## src/rtl/core/gat_pkg.sv

```systemverilog
// ----------------------------------------------------------------------------
// gat_pkg
// Shared types and codes of the graph adjacency table: operation and status
// codes, the command passed from front to back, and the result item.
// ----------------------------------------------------------------------------
package gat_pkg;

    // input function codes
    localparam logic [2:0] FN_ADD   = 3'd0;
    localparam logic [2:0] FN_LIST  = 3'd1;
    localparam logic [2:0] FN_COUNT = 3'd2;
    localparam logic [2:0] FN_CHECK = 3'd3;
    localparam logic [2:0] FN_CLEAR = 3'd4;

    // field widths fixed by the interface
    localparam int VTX_W   = 8;
    localparam int NB_W    = 4;
    localparam int EC_W    = 8;
    localparam int NV_W    = 5;

    // queue depths between the parts
    localparam int CMD_DEPTH = 2;
    localparam int RES_DEPTH = 4;
    localparam int RES_CW    = $clog2(RES_DEPTH + 1);

    // result status
    typedef enum logic [1:0] {
        ST_OK      = 2'd0,
        ST_INVALID = 2'd1,
        ST_FULL    = 2'd2,
        ST_EMPTY   = 2'd3
    } status_t;

    // classified operation
    typedef enum logic [2:0] {
        OP_ADD,
        OP_LIST,
        OP_COUNT,
        OP_CHECK,
        OP_CLEAR,
        OP_REJECT
    } op_t;

    // back part sequencer states
    typedef enum logic [1:0] {
        BK_IDLE,
        BK_DECIDE,
        BK_WRITE2,
        BK_STREAM
    } bk_state_t;

    // command from front to back
    typedef struct packed {
        op_t              op;
        logic [VTX_W-1:0] src;
        logic [VTX_W-1:0] dst;
    } cmd_t;

    // one result item
    typedef struct packed {
        status_t          status;
        logic [NB_W-1:0]  neighbor;
        logic [EC_W-1:0]  edge_count;
        logic [NV_W-1:0]  vertex_count;
        logic             exists;
        logic             last;
    } res_t;

endpackage

```

## src/rtl/core/graph_adjacency_table.sv

```systemverilog
// ----------------------------------------------------------------------------
// graph_adjacency_table
// Undirected graph store with a bounded neighbour list per vertex.
// ----------------------------------------------------------------------------
// Items enter through a queue-style push/full port and results leave through
// a queue-style empty/pop port. The front checks vertex indices and queues a
// command (two entries); the back works one command at a time into a result
// queue of four entries. Count, check, clear and rejected items are answered
// from idle; an add does a length lookup and a first and second append, or
// stops at the decision when a full list turns it away; a listing of n
// neighbours does a length lookup, a decision, n reads on the store's single
// read port and the landing of the last read, one result per cycle while the
// result queue has room, or stops at the decision for an empty list. All
// steps but the lookup and second append wait for result queue room.
// Per-vertex valid bits clear lists at once; no clearing pass follows reset.
// The user writes the vertex count through cfg_valid/cfg_ready only while
// idle, which the block does not enforce. Values above MAX_VERTICES saturate.
// ----------------------------------------------------------------------------
module graph_adjacency_table
    import gat_pkg::*;
#(
    parameter int MAX_VERTICES = 16,
    parameter int MAX_DEGREE   = 16
) (
    input  logic             clk,
    input  logic             rst_n,
    input  logic             push,
    output logic             full,
    input  logic [2:0]       func,
    input  logic [VTX_W-1:0] src_vertex,
    input  logic [VTX_W-1:0] dest_vertex,
    output logic             empty,
    input  logic             pop,
    output logic [1:0]       status,
    output logic [NB_W-1:0]  neighbor,
    output logic [EC_W-1:0]  edge_count,
    output logic [NV_W-1:0]  vertex_count,
    output logic             exists,
    output logic             last,
    input  logic             cfg_valid,
    output logic             cfg_ready,
    input  logic [NV_W-1:0]  num_vertices
);

    logic [NV_W-1:0]   nv_reg;
    logic [NV_W-1:0]   nv_next;
    logic              cmd_push;
    cmd_t              cmd_in;
    logic              cmd_full;
    logic              cmd_empty;
    logic              cmd_pop;
    cmd_t              cmd_head;
    logic              res_push;
    res_t              res_in;
    logic              res_full;
    logic [RES_CW-1:0] res_count;
    res_t              res_head;

    // vertex count register, saturated on write
    assign cfg_ready = 1'b1;
    assign nv_next   = (32'(num_vertices) > MAX_VERTICES) ? NV_W'(MAX_VERTICES)
                                                           : num_vertices;

    always_ff @(posedge clk or negedge rst_n)
    begin
        if (!rst_n)
        begin
            nv_reg <= (MAX_VERTICES < 16) ? NV_W'(MAX_VERTICES) : NV_W'(16);
        end
        else if (cfg_valid && cfg_ready)
        begin
            nv_reg <= nv_next;
        end
    end

    // front: classify accepted items
    gat_front u_front (
        .accept      (push && !full),
        .func        (func),
        .src_vertex  (src_vertex),
        .dest_vertex (dest_vertex),
        .nv          (nv_reg),
        .cmd_push    (cmd_push),
        .cmd         (cmd_in)
    );

    // command queue between front and back
    gat_queue #(
        .WIDTH ($bits(cmd_t)),
        .DEPTH (CMD_DEPTH)
    ) u_cmd_queue (
        .clk       (clk),
        .rst_n     (rst_n),
        .push      (cmd_push),
        .push_data (cmd_in),
        .full      (cmd_full),
        .pop       (cmd_pop),
        .pop_data  (cmd_head),
        .empty     (cmd_empty),
        .count     ()
    );

    assign full = cmd_full;

    // back: carry out commands
    gat_back #(
        .MAX_VERTICES (MAX_VERTICES),
        .MAX_DEGREE   (MAX_DEGREE)
    ) u_back (
        .clk       (clk),
        .rst_n     (rst_n),
        .cmd_empty (cmd_empty),
        .cmd       (cmd_head),
        .cmd_pop   (cmd_pop),
        .nv        (nv_reg),
        .res_count (res_count),
        .res_push  (res_push),
        .res_data  (res_in)
    );

    // result queue
    gat_queue #(
        .WIDTH ($bits(res_t)),
        .DEPTH (RES_DEPTH)
    ) u_res_queue (
        .clk       (clk),
        .rst_n     (rst_n),
        .push      (res_push),
        .push_data (res_in),
        .full      (res_full),
        .pop       (pop),
        .pop_data  (res_head),
        .empty     (empty),
        .count     (res_count)
    );

    // result fields
    assign status       = res_head.status;
    assign neighbor     = res_head.neighbor;
    assign edge_count   = res_head.edge_count;
    assign vertex_count = res_head.vertex_count;
    assign exists       = res_head.exists;
    assign last         = res_head.last;

`ifndef SYNTHESIS
    // the back never pushes into a full result queue
    assert property (@(posedge clk) disable iff (!rst_n) res_push |-> !res_full)
        else $error("result pushed into full queue");

    // the back never takes a command that is not there
    assert property (@(posedge clk) disable iff (!rst_n) cmd_pop |-> !cmd_empty)
        else $error("command popped from empty queue");

    // the vertex count stays within the configured maximum
    assert property (@(posedge clk) disable iff (!rst_n)
                     (cfg_valid && cfg_ready) |=> (32'(nv_reg) <= MAX_VERTICES))
        else $error("vertex count above maximum");
`endif

endmodule

```

## src/rtl/core/gat_queue.sv

```systemverilog
// ----------------------------------------------------------------------------
// gat_queue
// Small first-in first-out queue of packed items with a fill count.
// ----------------------------------------------------------------------------
module gat_queue #(
    parameter int WIDTH = 8,
    parameter int DEPTH = 2
) (
    input  logic                         clk,
    input  logic                         rst_n,
    input  logic                         push,
    input  logic [WIDTH-1:0]             push_data,
    output logic                         full,
    input  logic                         pop,
    output logic [WIDTH-1:0]             pop_data,
    output logic                         empty,
    output logic [$clog2(DEPTH+1)-1:0]   count
);

    localparam int PW = (DEPTH > 1) ? $clog2(DEPTH) : 1;
    localparam int CW = $clog2(DEPTH + 1);

    logic [WIDTH-1:0] data_reg [DEPTH];
    logic [PW-1:0]    wr_ptr_reg;
    logic [PW-1:0]    wr_ptr_next;
    logic [PW-1:0]    rd_ptr_reg;
    logic [PW-1:0]    rd_ptr_next;
    logic [CW-1:0]    count_reg;
    logic [CW-1:0]    count_next;
    logic             do_push;
    logic             do_pop;

    assign full     = (count_reg == CW'(DEPTH));
    assign empty    = (count_reg == '0);
    assign count    = count_reg;
    assign pop_data = data_reg[rd_ptr_reg];
    assign do_push  = push && !full;
    assign do_pop   = pop && !empty;

    // pointer and count update
    always_comb
    begin
        wr_ptr_next = wr_ptr_reg;
        rd_ptr_next = rd_ptr_reg;
        count_next  = count_reg;
        if (do_push)
        begin
            wr_ptr_next = (wr_ptr_reg == PW'(DEPTH - 1)) ? '0 : wr_ptr_reg + 1'b1;
        end
        if (do_pop)
        begin
            rd_ptr_next = (rd_ptr_reg == PW'(DEPTH - 1)) ? '0 : rd_ptr_reg + 1'b1;
        end
        case ({do_push, do_pop})
            2'b10:   count_next = count_reg + 1'b1;
            2'b01:   count_next = count_reg - 1'b1;
            default: count_next = count_reg;
        endcase
    end

    always_ff @(posedge clk or negedge rst_n)
    begin
        if (!rst_n)
        begin
            wr_ptr_reg <= '0;
            rd_ptr_reg <= '0;
            count_reg  <= '0;
        end
        else
        begin
            wr_ptr_reg <= wr_ptr_next;
            rd_ptr_reg <= rd_ptr_next;
            count_reg  <= count_next;
        end
    end

    // item storage
    always_ff @(posedge clk)
    begin
        if (do_push)
        begin
            data_reg[wr_ptr_reg] <= push_data;
        end
    end

endmodule

```

## src/rtl/core/gat_front.sv

```systemverilog
// ----------------------------------------------------------------------------
// gat_front
// Front part: checks vertex indices against the vertex count and turns each
// accepted item into a command for the back part; unknown codes are dropped.
// ----------------------------------------------------------------------------
module gat_front
    import gat_pkg::*;
(
    input  logic             accept,
    input  logic [2:0]       func,
    input  logic [VTX_W-1:0] src_vertex,
    input  logic [VTX_W-1:0] dest_vertex,
    input  logic [NV_W-1:0]  nv,
    output logic             cmd_push,
    output cmd_t             cmd
);

    logic src_ok;
    logic dst_ok;

    // index valid when non-negative and below the vertex count
    assign src_ok = !src_vertex[VTX_W-1] && (src_vertex < VTX_W'(nv));
    assign dst_ok = !dest_vertex[VTX_W-1] && (dest_vertex < VTX_W'(nv));

    // classify the item
    always_comb
    begin
        cmd.src  = src_vertex;
        cmd.dst  = dest_vertex;
        cmd.op   = OP_REJECT;
        cmd_push = accept;
        unique case (func)
            FN_ADD:   cmd.op = (src_ok && dst_ok) ? OP_ADD : OP_REJECT;
            FN_LIST:  cmd.op = src_ok ? OP_LIST : OP_REJECT;
            FN_COUNT: cmd.op = OP_COUNT;
            FN_CHECK: cmd.op = src_ok ? OP_CHECK : OP_REJECT;
            FN_CLEAR: cmd.op = OP_CLEAR;
            default:  cmd_push = 1'b0;
        endcase
    end

endmodule

```

## src/rtl/core/gat_back.sv

```systemverilog
// ----------------------------------------------------------------------------
// gat_back
// Back part: holds the list lengths and the neighbour store, carries out one
// command at a time and streams neighbour lists into the result queue.
// ----------------------------------------------------------------------------
module gat_back
    import gat_pkg::*;
#(
    parameter int MAX_VERTICES = 16,
    parameter int MAX_DEGREE   = 16
) (
    input  logic              clk,
    input  logic              rst_n,
    input  logic              cmd_empty,
    input  cmd_t              cmd,
    output logic              cmd_pop,
    input  logic [NV_W-1:0]   nv,
    input  logic [RES_CW-1:0] res_count,
    output logic              res_push,
    output res_t              res_data
);

    localparam int VW  = $clog2(MAX_VERTICES);
    localparam int DW  = $clog2(MAX_DEGREE);
    localparam int LW  = $clog2(MAX_DEGREE + 1);
    localparam int AW  = VW + DW;
    localparam int SD  = MAX_VERTICES << DW;
    localparam int ETW = $clog2(MAX_VERTICES * MAX_DEGREE + 1);

    bk_state_t         state_reg;
    bk_state_t         state_next;
    cmd_t              cmd_reg;
    cmd_t              cmd_next;
    logic [LW-1:0]     len_mem [MAX_VERTICES];
    logic [VW-1:0]     st_mem [SD];
    logic [MAX_VERTICES-1:0] len_valid_reg;
    logic [LW-1:0]     len_a_reg;
    logic [LW-1:0]     len_b_reg;
    logic              vld_a_reg;
    logic              vld_b_reg;
    logic [VW-1:0]     st_q_reg;
    logic [DW-1:0]     slot_reg;
    logic [DW-1:0]     slot_next;
    logic              pend_reg;
    logic              pend_next;
    logic              pend_last_reg;
    logic              pend_last_next;
    logic [ETW-1:0]    total_reg;

    logic              len_rd;
    logic              len_we;
    logic [VW-1:0]     len_waddr;
    logic [LW-1:0]     len_wdata;
    logic              st_we;
    logic [AW-1:0]     st_waddr;
    logic [VW-1:0]     st_wdata;
    logic              st_rd;
    logic              clear_all;
    logic              total_add;
    logic [LW-1:0]     len_a;
    logic [LW-1:0]     len_b;
    logic [VW-1:0]     src_idx;
    logic [VW-1:0]     dst_idx;
    logic              self_loop;
    logic              list_full;
    logic              room;
    logic              stream_room;

    assign src_idx   = cmd_reg.src[VW-1:0];
    assign dst_idx   = cmd_reg.dst[VW-1:0];
    assign len_a     = vld_a_reg ? len_a_reg : '0;
    assign len_b     = vld_b_reg ? len_b_reg : '0;
    assign self_loop = (src_idx == dst_idx);
    assign room      = (res_count < RES_CW'(RES_DEPTH));
    assign stream_room = (({1'b0, res_count} + (RES_CW+1)'(pend_reg))
                          < (RES_CW+1)'(RES_DEPTH));

    // rejection when either list would overflow; a self-loop needs two slots
    always_comb
    begin
        if (self_loop)
        begin
            list_full = ({1'b0, len_a} + (LW+1)'(2)) > (LW+1)'(MAX_DEGREE);
        end
        else
        begin
            list_full = (({1'b0, len_a} + (LW+1)'(1)) > (LW+1)'(MAX_DEGREE))
                     || (({1'b0, len_b} + (LW+1)'(1)) > (LW+1)'(MAX_DEGREE));
        end
    end

    // sequencer: next state and controls
    always_comb
    begin
        state_next     = state_reg;
        cmd_next       = cmd_reg;
        slot_next      = slot_reg;
        pend_next      = 1'b0;
        pend_last_next = pend_last_reg;
        cmd_pop        = 1'b0;
        len_rd         = 1'b0;
        len_we         = 1'b0;
        len_waddr      = src_idx;
        len_wdata      = '0;
        st_we          = 1'b0;
        st_waddr       = {src_idx, slot_reg};
        st_wdata       = dst_idx;
        st_rd          = 1'b0;
        clear_all      = 1'b0;
        total_add      = 1'b0;
        res_push       = 1'b0;
        res_data       = '{status: ST_OK, neighbor: '0, edge_count: '0,
                           vertex_count: '0, exists: 1'b0, last: 1'b1};

        // pending neighbour read lands in the result queue
        if (pend_reg)
        begin
            res_push          = 1'b1;
            res_data.neighbor = NB_W'(st_q_reg);
            res_data.last     = pend_last_reg;
        end

        unique case (state_reg)
            BK_IDLE:
            begin
                if (!cmd_empty && !pend_reg)
                begin
                    unique case (cmd.op) inside
                        OP_ADD, OP_LIST:
                        begin
                            cmd_pop    = 1'b1;
                            cmd_next   = cmd;
                            len_rd     = 1'b1;
                            state_next = BK_DECIDE;
                        end
                        OP_COUNT:
                        begin
                            if (room)
                            begin
                                cmd_pop  = 1'b1;
                                res_push = 1'b1;
                                res_data.edge_count   = EC_W'(total_reg[ETW-1:1]);
                                res_data.vertex_count = nv;
                            end
                        end
                        OP_CHECK:
                        begin
                            if (room)
                            begin
                                cmd_pop         = 1'b1;
                                res_push        = 1'b1;
                                res_data.exists = 1'b1;
                            end
                        end
                        OP_CLEAR:
                        begin
                            if (room)
                            begin
                                cmd_pop   = 1'b1;
                                res_push  = 1'b1;
                                clear_all = 1'b1;
                            end
                        end
                        OP_REJECT:
                        begin
                            if (room)
                            begin
                                cmd_pop         = 1'b1;
                                res_push        = 1'b1;
                                res_data.status = ST_INVALID;
                            end
                        end
                        default:
                        begin
                            cmd_pop = 1'b1;
                        end
                    endcase
                end
            end
            BK_DECIDE:
            begin
                if (room)
                begin
                    if (cmd_reg.op == OP_ADD)
                    begin
                        if (list_full)
                        begin
                            res_push        = 1'b1;
                            res_data.status = ST_FULL;
                            state_next      = BK_IDLE;
                        end
                        else
                        begin
                            // first end: append dst to the list of src
                            len_we     = 1'b1;
                            len_waddr  = src_idx;
                            len_wdata  = len_a + 1'b1;
                            st_we      = 1'b1;
                            st_waddr   = {src_idx, len_a[DW-1:0]};
                            st_wdata   = dst_idx;
                            slot_next  = self_loop ? DW'(len_a + 1'b1) : len_b[DW-1:0];
                            state_next = BK_WRITE2;
                        end
                    end
                    else if (len_a == '0)
                    begin
                        res_push        = 1'b1;
                        res_data.status = ST_EMPTY;
                        state_next      = BK_IDLE;
                    end
                    else
                    begin
                        slot_next  = DW'(len_a - 1'b1);
                        state_next = BK_STREAM;
                    end
                end
            end
            BK_WRITE2:
            begin
                // second end: append src to the list of dst
                len_we     = 1'b1;
                len_waddr  = dst_idx;
                len_wdata  = LW'(slot_reg) + 1'b1;
                st_we      = 1'b1;
                st_waddr   = {dst_idx, slot_reg};
                st_wdata   = src_idx;
                total_add  = 1'b1;
                res_push   = 1'b1;
                state_next = BK_IDLE;
            end
            BK_STREAM:
            begin
                // newest first, one store read per cycle while the result queue has room
                if (stream_room)
                begin
                    st_rd          = 1'b1;
                    pend_next      = 1'b1;
                    pend_last_next = (slot_reg == '0);
                    slot_next      = slot_reg - 1'b1;
                    if (slot_reg == '0)
                    begin
                        state_next = BK_IDLE;
                    end
                end
            end
            default:
            begin
                state_next = BK_IDLE;
            end
        endcase
    end

    // control registers
    always_ff @(posedge clk or negedge rst_n)
    begin
        if (!rst_n)
        begin
            state_reg     <= BK_IDLE;
            pend_reg      <= 1'b0;
            len_valid_reg <= '0;
            total_reg     <= '0;
        end
        else
        begin
            state_reg <= state_next;
            pend_reg  <= pend_next;
            if (clear_all)
            begin
                len_valid_reg <= '0;
                total_reg     <= '0;
            end
            else
            begin
                if (len_we)
                begin
                    len_valid_reg[len_waddr] <= 1'b1;
                end
                if (total_add)
                begin
                    total_reg <= total_reg + ETW'(2);
                end
            end
        end
    end

    // payload registers
    always_ff @(posedge clk)
    begin
        cmd_reg       <= cmd_next;
        slot_reg      <= slot_next;
        pend_last_reg <= pend_last_next;
    end

    // list length memory, two registered read ports
    always_ff @(posedge clk)
    begin
        if (len_we)
        begin
            len_mem[len_waddr] <= len_wdata;
        end
        if (len_rd)
        begin
            len_a_reg <= len_mem[cmd.src[VW-1:0]];
            len_b_reg <= len_mem[cmd.dst[VW-1:0]];
            vld_a_reg <= len_valid_reg[cmd.src[VW-1:0]];
            vld_b_reg <= len_valid_reg[cmd.dst[VW-1:0]];
        end
    end

    // neighbour store memory
    always_ff @(posedge clk)
    begin
        if (st_we)
        begin
            st_mem[st_waddr] <= st_wdata;
        end
        if (st_rd)
        begin
            st_q_reg <= st_mem[{src_idx, slot_reg}];
        end
    end

endmodule
```

## config.mk

```make
export PLATFORM = sky130hd
export DESIGN_NAME = graph_adjacency_table
export DESIGN_NICKNAME = d
export VERILOG_FILES = /design/src/rtl/core/gat_pkg.sv /design/src/rtl/core/graph_adjacency_table.sv /design/src/rtl/core/gat_queue.sv /design/src/rtl/core/gat_front.sv /design/src/rtl/core/gat_back.sv
export SDC_FILE = /design/constraint.sdc
export NUM_CORES = 1
export LEC_CHECK = 0
export BUFFER_PORTS_ARGS = -buffer_cell sky130_fd_sc_hd__clkbuf_2
export CORE_UTILIZATION = 45
export CTS_BUF_LIST = sky130_fd_sc_hd__clkbuf_8
export DETAILED_ROUTE_END_ITERATION = 12
export HOLD_SLACK_MARGIN = 0.03
export PLACE_DENSITY_LB_ADDON = 0.05
export SETUP_SLACK_MARGIN = 0.1
export SLEW_MARGIN = 20
export SYNTH_ARGS = -nofsm -noshare
export SYNTH_HDL_FRONTEND = slang
export SYNTH_SLANG_ARGS = --single-unit
```

## constraint.sdc

```tcl
create_clock -name clk -period 20.1 [get_ports clk]
set_clock_uncertainty 0.15 [all_clocks]
set_input_delay 3.015 -clock clk [delete_from_list [all_inputs] [get_ports clk]]
set_output_delay 3.015 -clock clk [all_outputs]
set_load 0.01 [all_outputs]
```

* Yosys cells after proc, flatten, opt, wreduce, memory -nomap -nowiden
Memories as Yosys holds them, arrays and structs flattened. A register that Yosys moved wholly into a read port is not among the register bits. Cells that the tools add are included.
Storage, ports and cells: memories 4, memory bits (read-only) 0, bits in latches 0, input bits 29, bits in writable memories 1226, register bits after elaboration 62
Operators by class: add/sub/neg operators 17, equal/unequal tests 28, order comparisons 12, bitwise logic cells 1, multipliers 0, multiplexer cells 98, reductions and logical operators 38, shift operators 0, div/mod/pow operators 0
Memory list:
- u_back.st_mem | depth 256, width 4, read ports 1, clocked after Yosys merged registers in 1, write ports 1, RTL line gat_back.sv:35 | logic [VW-1:0] st_mem [SD];
- u_res_queue.data_reg | depth 4, width 21, read ports 1, clocked after Yosys merged registers in 0, write ports 1, RTL line gat_queue.sv:23 | logic [WIDTH-1:0] data_reg [DEPTH];
- u_back.len_mem | depth 16, width 5, read ports 2, clocked after Yosys merged registers in 2, write ports 1, RTL line gat_back.sv:34 | logic [LW-1:0] len_mem [MAX_VERTICES];
- u_cmd_queue.data_reg | depth 2, width 19, read ports 1, clocked after Yosys merged registers in 0, write ports 1, RTL line gat_queue.sv:23
Operators by type and width (number):
- $mux W4 | 12
- $mux W1 | 40
- $mux W16 | 2
- $mux W2 | 16
- $mux W5 | 6
- $mux W14 | 2
- $mux W13 | 2
- $gt A6 B5 Y1 const B | 3
- $mux W9 | 2
- $lt A8 B5 Y1 | 2
- $or A16 B16 Y16 | 1
- $pmux W8 S2 | 1
- $lt A4 B5 Y1 const B | 3
- $pmux W3 S5 | 1
- $eq A2 B2 Y1 const B | 7
- $add A5 B1 Y6 const B | 2
- $eq A3 B2 Y1 const B | 4
- $eq A3 B3 Y1 const B | 4
- $logic_not A3 Y1 | 4
- $logic_and A1 B1 Y1 | 10
- $pmux W5 S2 | 1
- $reduce_and A5 Y1 | 2
- $reduce_bool A2 Y1 | 5
- $add A9 B2 Y9 const B | 1
- other kinds (40) | 61

* Logic depth before layout (Yosys ltp)
depth in word-level cells 12, mapped depth 19

* Modules after synthesis
Synthesis repeated with hierarchy kept, for this count alone.
Unflattened totals: cell total of the unflattened synthesis 3007, area total of the unflattened synthesis 55057.8 um^2
Modules (own cells, without submodules):
- gat_back | cells each 2709, area an instance 49353.6 um^2, times used 1, sequential area each 34788.4 um^2
- gat_queue at u_res_queue | cells each 150, area an instance 3514.6 um^2, times used 1, sequential area each 2697.6 um^2
- gat_queue at u_cmd_queue | cells each 77, area an instance 1569.0 um^2, times used 1, sequential area each 1241.2 um^2
- gat_front | cells each 49, area an instance 385.4 um^2, times used 1, sequential area each 0.0 um^2
- graph_adjacency_table | cells each 22, area an instance 235.2 um^2, times used 1, sequential area each 126.4 um^2

* Worst setup path before layout
No wires, ideal clock.
path kind register to register, from register u_back.state_reg[0], to memory u_back.st_mem[0][0] (netlist bit), data pin, data arrival time 11253 ps, setup time 2190 ps, slack 6507 ps, period minus slack after synthesis 13593 ps, required time 17760 ps, cell stages (with the launch flop) 7, cell sequence dfrtp_1 inv_1 ha_1 clkbuf_1 clkbuf_1 clkbuf_1 o21ai_0
On the way: cells in the longest elaborated chain, start to end 2
Ends and longest elaborated chain:
- start, declared | RTL line gat_back.sv:30 | bk_state_t state_reg;
- start signal, assigned | RTL line gat_back.sv:265 | state_reg <= state_next;
- $eq A2 B2 Y1 | RTL line gat_back.sv:123 | unique case (state_reg)
- $mux W4
- net u_back.st_wdata[0] | RTL line gat_back.sv:56 | logic [VW-1:0] st_wdata;
- end, declared | RTL line gat_back.sv:35
The timed path passes the listed nets, and every way through them passes these cells.

* Worst setup path after layout
from register u_res_queue.rd_ptr_reg[1], to output port edge_count[3]
On the way: cells in the longest elaborated chain, start to end 1
Ends and longest elaborated chain:
- start, declared | RTL line gat_queue.sv:26 | logic [PW-1:0] rd_ptr_reg;
- start signal, assigned | RTL line gat_queue.sv:72 | rd_ptr_reg <= rd_ptr_next;
- $mem_v2 Z4 W21
- end, declared | RTL line graph_adjacency_table.sv:36 | output logic [EC_W-1:0] edge_count,
No other way between the ends.

==> results.sh <==
export IMPL_outcome="finished clean"
export IMPL_gp_congestion=0.8363
export IMPL_layout_min_cycle_time_ns=5.649
export IMPL_worstPathRequired_ns=16.94
export IMPL_fp_row_count=125
export IMPL_ant_nets=0
export IMPL_yosysTopAreaCell="edfxtp_1"
export IMPL_cts_root_buf="clkbuf_8"
export IMPL_vias_per_cell=5.976
export IMPL_fmax_mhz=177.0
export IMPL_drv_slew=0
export IMPL_criticalPathCategory="flop to output port"
export IMPL_cts_sinks=1285
export IMPL_clk_pin_slew_worst_paths_ns=0.06
export IMPL_min_from="u_cmd_queue.count[1]"
export IMPL_synth_top_area_share_pct=69.94
export IMPL_layout_nets=3397
export IMPL_reg2reg_from="u_back.vld_a_reg"
export IMPL_cts_tree="yes"
export IMPL_end_kind="output port"
export IMPL_synth_edf_count=1242
export IMPL_cp_max_fo=23
export IMPL_remaining_drc_errors=0
export IMPL_tns_ns=0
export IMPL_grt_pass1_vias=30630
export IMPL_routed_via_count=30100
export IMPL_synthesis_instances=3230
export IMPL_grt_antenna_before_repair=4
export IMPL_drtIter0Drc=3098
export IMPL_avgSynthCellArea_um2=16.51
export IMPL_r2r_slack_ns=14.88
export IMPL_cts_hold_buf=0
export IMPL_power_density_mw_per_mm2=138.5
export IMPL_cp_start_kind="flop"
export IMPL_synth_area_top_cells="edfxtp_1 70%, mux4_2 9.6%, nor2_1 2.4%"
export IMPL_max_cap_violations=0
export IMPL_io_pins=53
export IMPL_core_area_mm2=0.1168
export IMPL_p_leak_nw=19.41
export IMPL_grt_overflow_total=0
export IMPL_die_w_um=346.3
export IMPL_n_fill_cell=9670
export IMPL_ctsLongestPathBuffers=3
export IMPL_cts_buffers=207
export IMPL_cts_setup_buffers=0
export IMPL_setup_slack_ns=14.45
export IMPL_gr_usage_all_layers_pct=24.10
export IMPL_ys_seq_area_share_pct=71.96
export IMPL_htreeDepth=4
export IMPL_ir_drop_uv=153.6
export IMPL_yosysMostFrequentCell="edfxtp_1"
export IMPL_syn_to_final_growth_pct=10.49
export IMPL_wl_per_cell_um=28.58
export IMPL_largest_reg_flops=1024
export IMPL_slew_headroom_pct=21.75
export IMPL_ys_flop_type="edfxtp_1"
export IMPL_die_y_um=346.3
export IMPL_drtPass1Iterations=6
export IMPL_die_area_mm2=0.1199
export IMPL_setup_viol=0
export IMPL_hpwl_um=82750
export IMPL_grt_pass1_wl_um=211100
export IMPL_drive_gt1_share_pct=18.76
export IMPL_routed_wl_um=143900
export IMPL_ys_types=78
export IMPL_ys_top_cells_by_count="1242 x edfxtp_1, 347 x nor2_1, 320 x nand2_1, 228 x mux4_2, 127 x mux2i_1"
export IMPL_yosys_warnings=0
export IMPL_async_reset_ff_share_pct=3.346
export IMPL_hold_violations=0
export IMPL_rsz0062_at_grt="false"
export IMPL_hold_depth=1
export IMPL_reg2reg_to="u_back.st_mem[35][2]"
export IMPL_crit_arrival_ns=2.48
export IMPL_ys_ff_latch=1285
export IMPL_worst_r2r_path_depth=10
export IMPL_pre_cts_ws_ns=14.93
export IMPL_synthesis_area_mm2=0.05333
export IMPL_min_to="u_cmd_queue.count[1]"
export IMPL_post_route_period_util_pct=28.11
export IMPL_clk_latency_ns=0.87
export IMPL_worstMarginPinSlew_ns=1.172
export IMPL_syn_nets=3288
export IMPL_hold_path_class="flop to flop"
export IMPL_grt_max_degree=220
export IMPL_cts_resized=0
export IMPL_io_buffers=51
export IMPL_start_util_pct=45.65
-- power by group --
| part | internal [mW] | leakage (nW) | switching, mW |
|---|---|---|---|
| sequential | 3.23 | 11.7 | 0.0759 |
| combinational | 0.911 | 5.47 | 1.87 |
| clock | 1.04 | 2.21 | 1.03 |
| total | 5.18 | 19.4 | 2.98 |
-- routing by layer --
layer | global-route usage (%) | wire, um | up-vias | part of all wire, %
met1 | 33.65 | 61530 | 15640 | 43
met2 | 38.50 | 68760 | 1218 | 48
met4 | 7.465 | 3781 | 0 | 2.6
li1 | - | - | 12980 | -
met3 | 4.426 | 9850 | 268 | 6.8
met5 | 0 | 0 | - | 0
-- cells in the final DEF (no fill, tap or decap), drive strengths merged, types with 12 or more instances in the layout --
master | synthesis | routed
nand2 | 323 | 323
clkinv | 4 | 85
o21ai | 46 | 46
ha | 28 | 28
mux4 | 228 | 228
a21oi | 58 | 58
edfxtp | 1242 | 1242
a311oi | 29 | 29
mux2i | 127 | 127
and2 | 32 | 32
a31oi | 34 | 34
clkbuf | 108 | 266
xnor2 | 19 | 19
buf | 95 | 52
nor3 | 36 | 36
nor2 | 347 | 347
xor2 | 12 | 12
nand2b | 14 | 14
nand4 | 12 | 12
o22ai | 38 | 38
a22o | 17 | 17
and3 | 43 | 43
mux2 | 16 | 16
a211oi | 34 | 34
o221ai | 33 | 33
inv | 31 | 105
nor4 | 15 | 15
nand3 | 55 | 55
dfrtp | 42 | 42
-- logic make-up (layout without fill, tap and decap cells) --
group / Yosys count / in the layout / share of synthesized area [%]
muxes: 371 / 371 / 12.35
and+or+nand+nor: 914 / 914 / 7.498
DFF: 1285 / 1285 / 71.96
other: 1 / 5 / 0.007032
buffers and inverters: 238 / 516 / 2.079
AOI/OAI and AO/OA: 361 / 361 / 4.892
xor gates and xnor gates: 31 / 31 / 0.5232
adders and majority gates: 29 / 29 / 0.6945
-- area by class of cell --
cell class                 count  area, um^2  area share, %
sequential                  1285       38370          65.13
inverter                      35       131.4         0.2230
antenna                        4       10.01        0.01699
timing repair buffer         103       745.7          1.266
multi-input combinational   1707       13970          23.71
tap                         1524        1907          3.236
clock buffer                 215        2959          5.022
clock inverter               163       825.8          1.402
-- worst max-delay path, cell delays in order (launching register included) --
cell,delay [ns]
dfrtp_1,1.04
mux4_2,0.45
clkbuf_2,0.15
-- how the worst max path moves through the flow --
stage                              startpoint                     to  slack [ns]  cells past startpoint
finish              u_res_queue.rd_ptr_reg[1]          edge_count[3]       14.45                      2
global route        u_res_queue.rd_ptr_reg[1]          edge_count[3]       14.30                      2
CTS                 u_res_queue.rd_ptr_reg[1]          edge_count[3]       14.30                      2
detailed placement           u_back.vld_a_reg  u_back.st_mem[179][1]       14.93                     10
global placement             u_back.vld_a_reg  u_back.st_mem[163][0]       15.16                     10
floorplan                 u_back.state_reg[0]    u_back.st_mem[0][0]        6.51                      6
-- through the flow --
stage / utilization [%] / power (mW) / instances / hold slack, ns / cell area [um^2]
finish: 50.43 / 8.158 / 5036 / 0.3449 / 58920
global route: 50.43 / 8.490 / 5035 / 0.3680 / 58920
CTS: 50.42 / 8.233 / 5032 / 0.3462 / 58910
detailed placement: 47.19 / 6.157 / 4654 / 0.3341 / 55130
global placement: 47.18 / 6.128 / 4654 / 0.3275 / 55120
floorplan: - / 5.155 / 3230 / 0.3060 / 53330
Note: power is estimated with default switching activity, not from simulation.
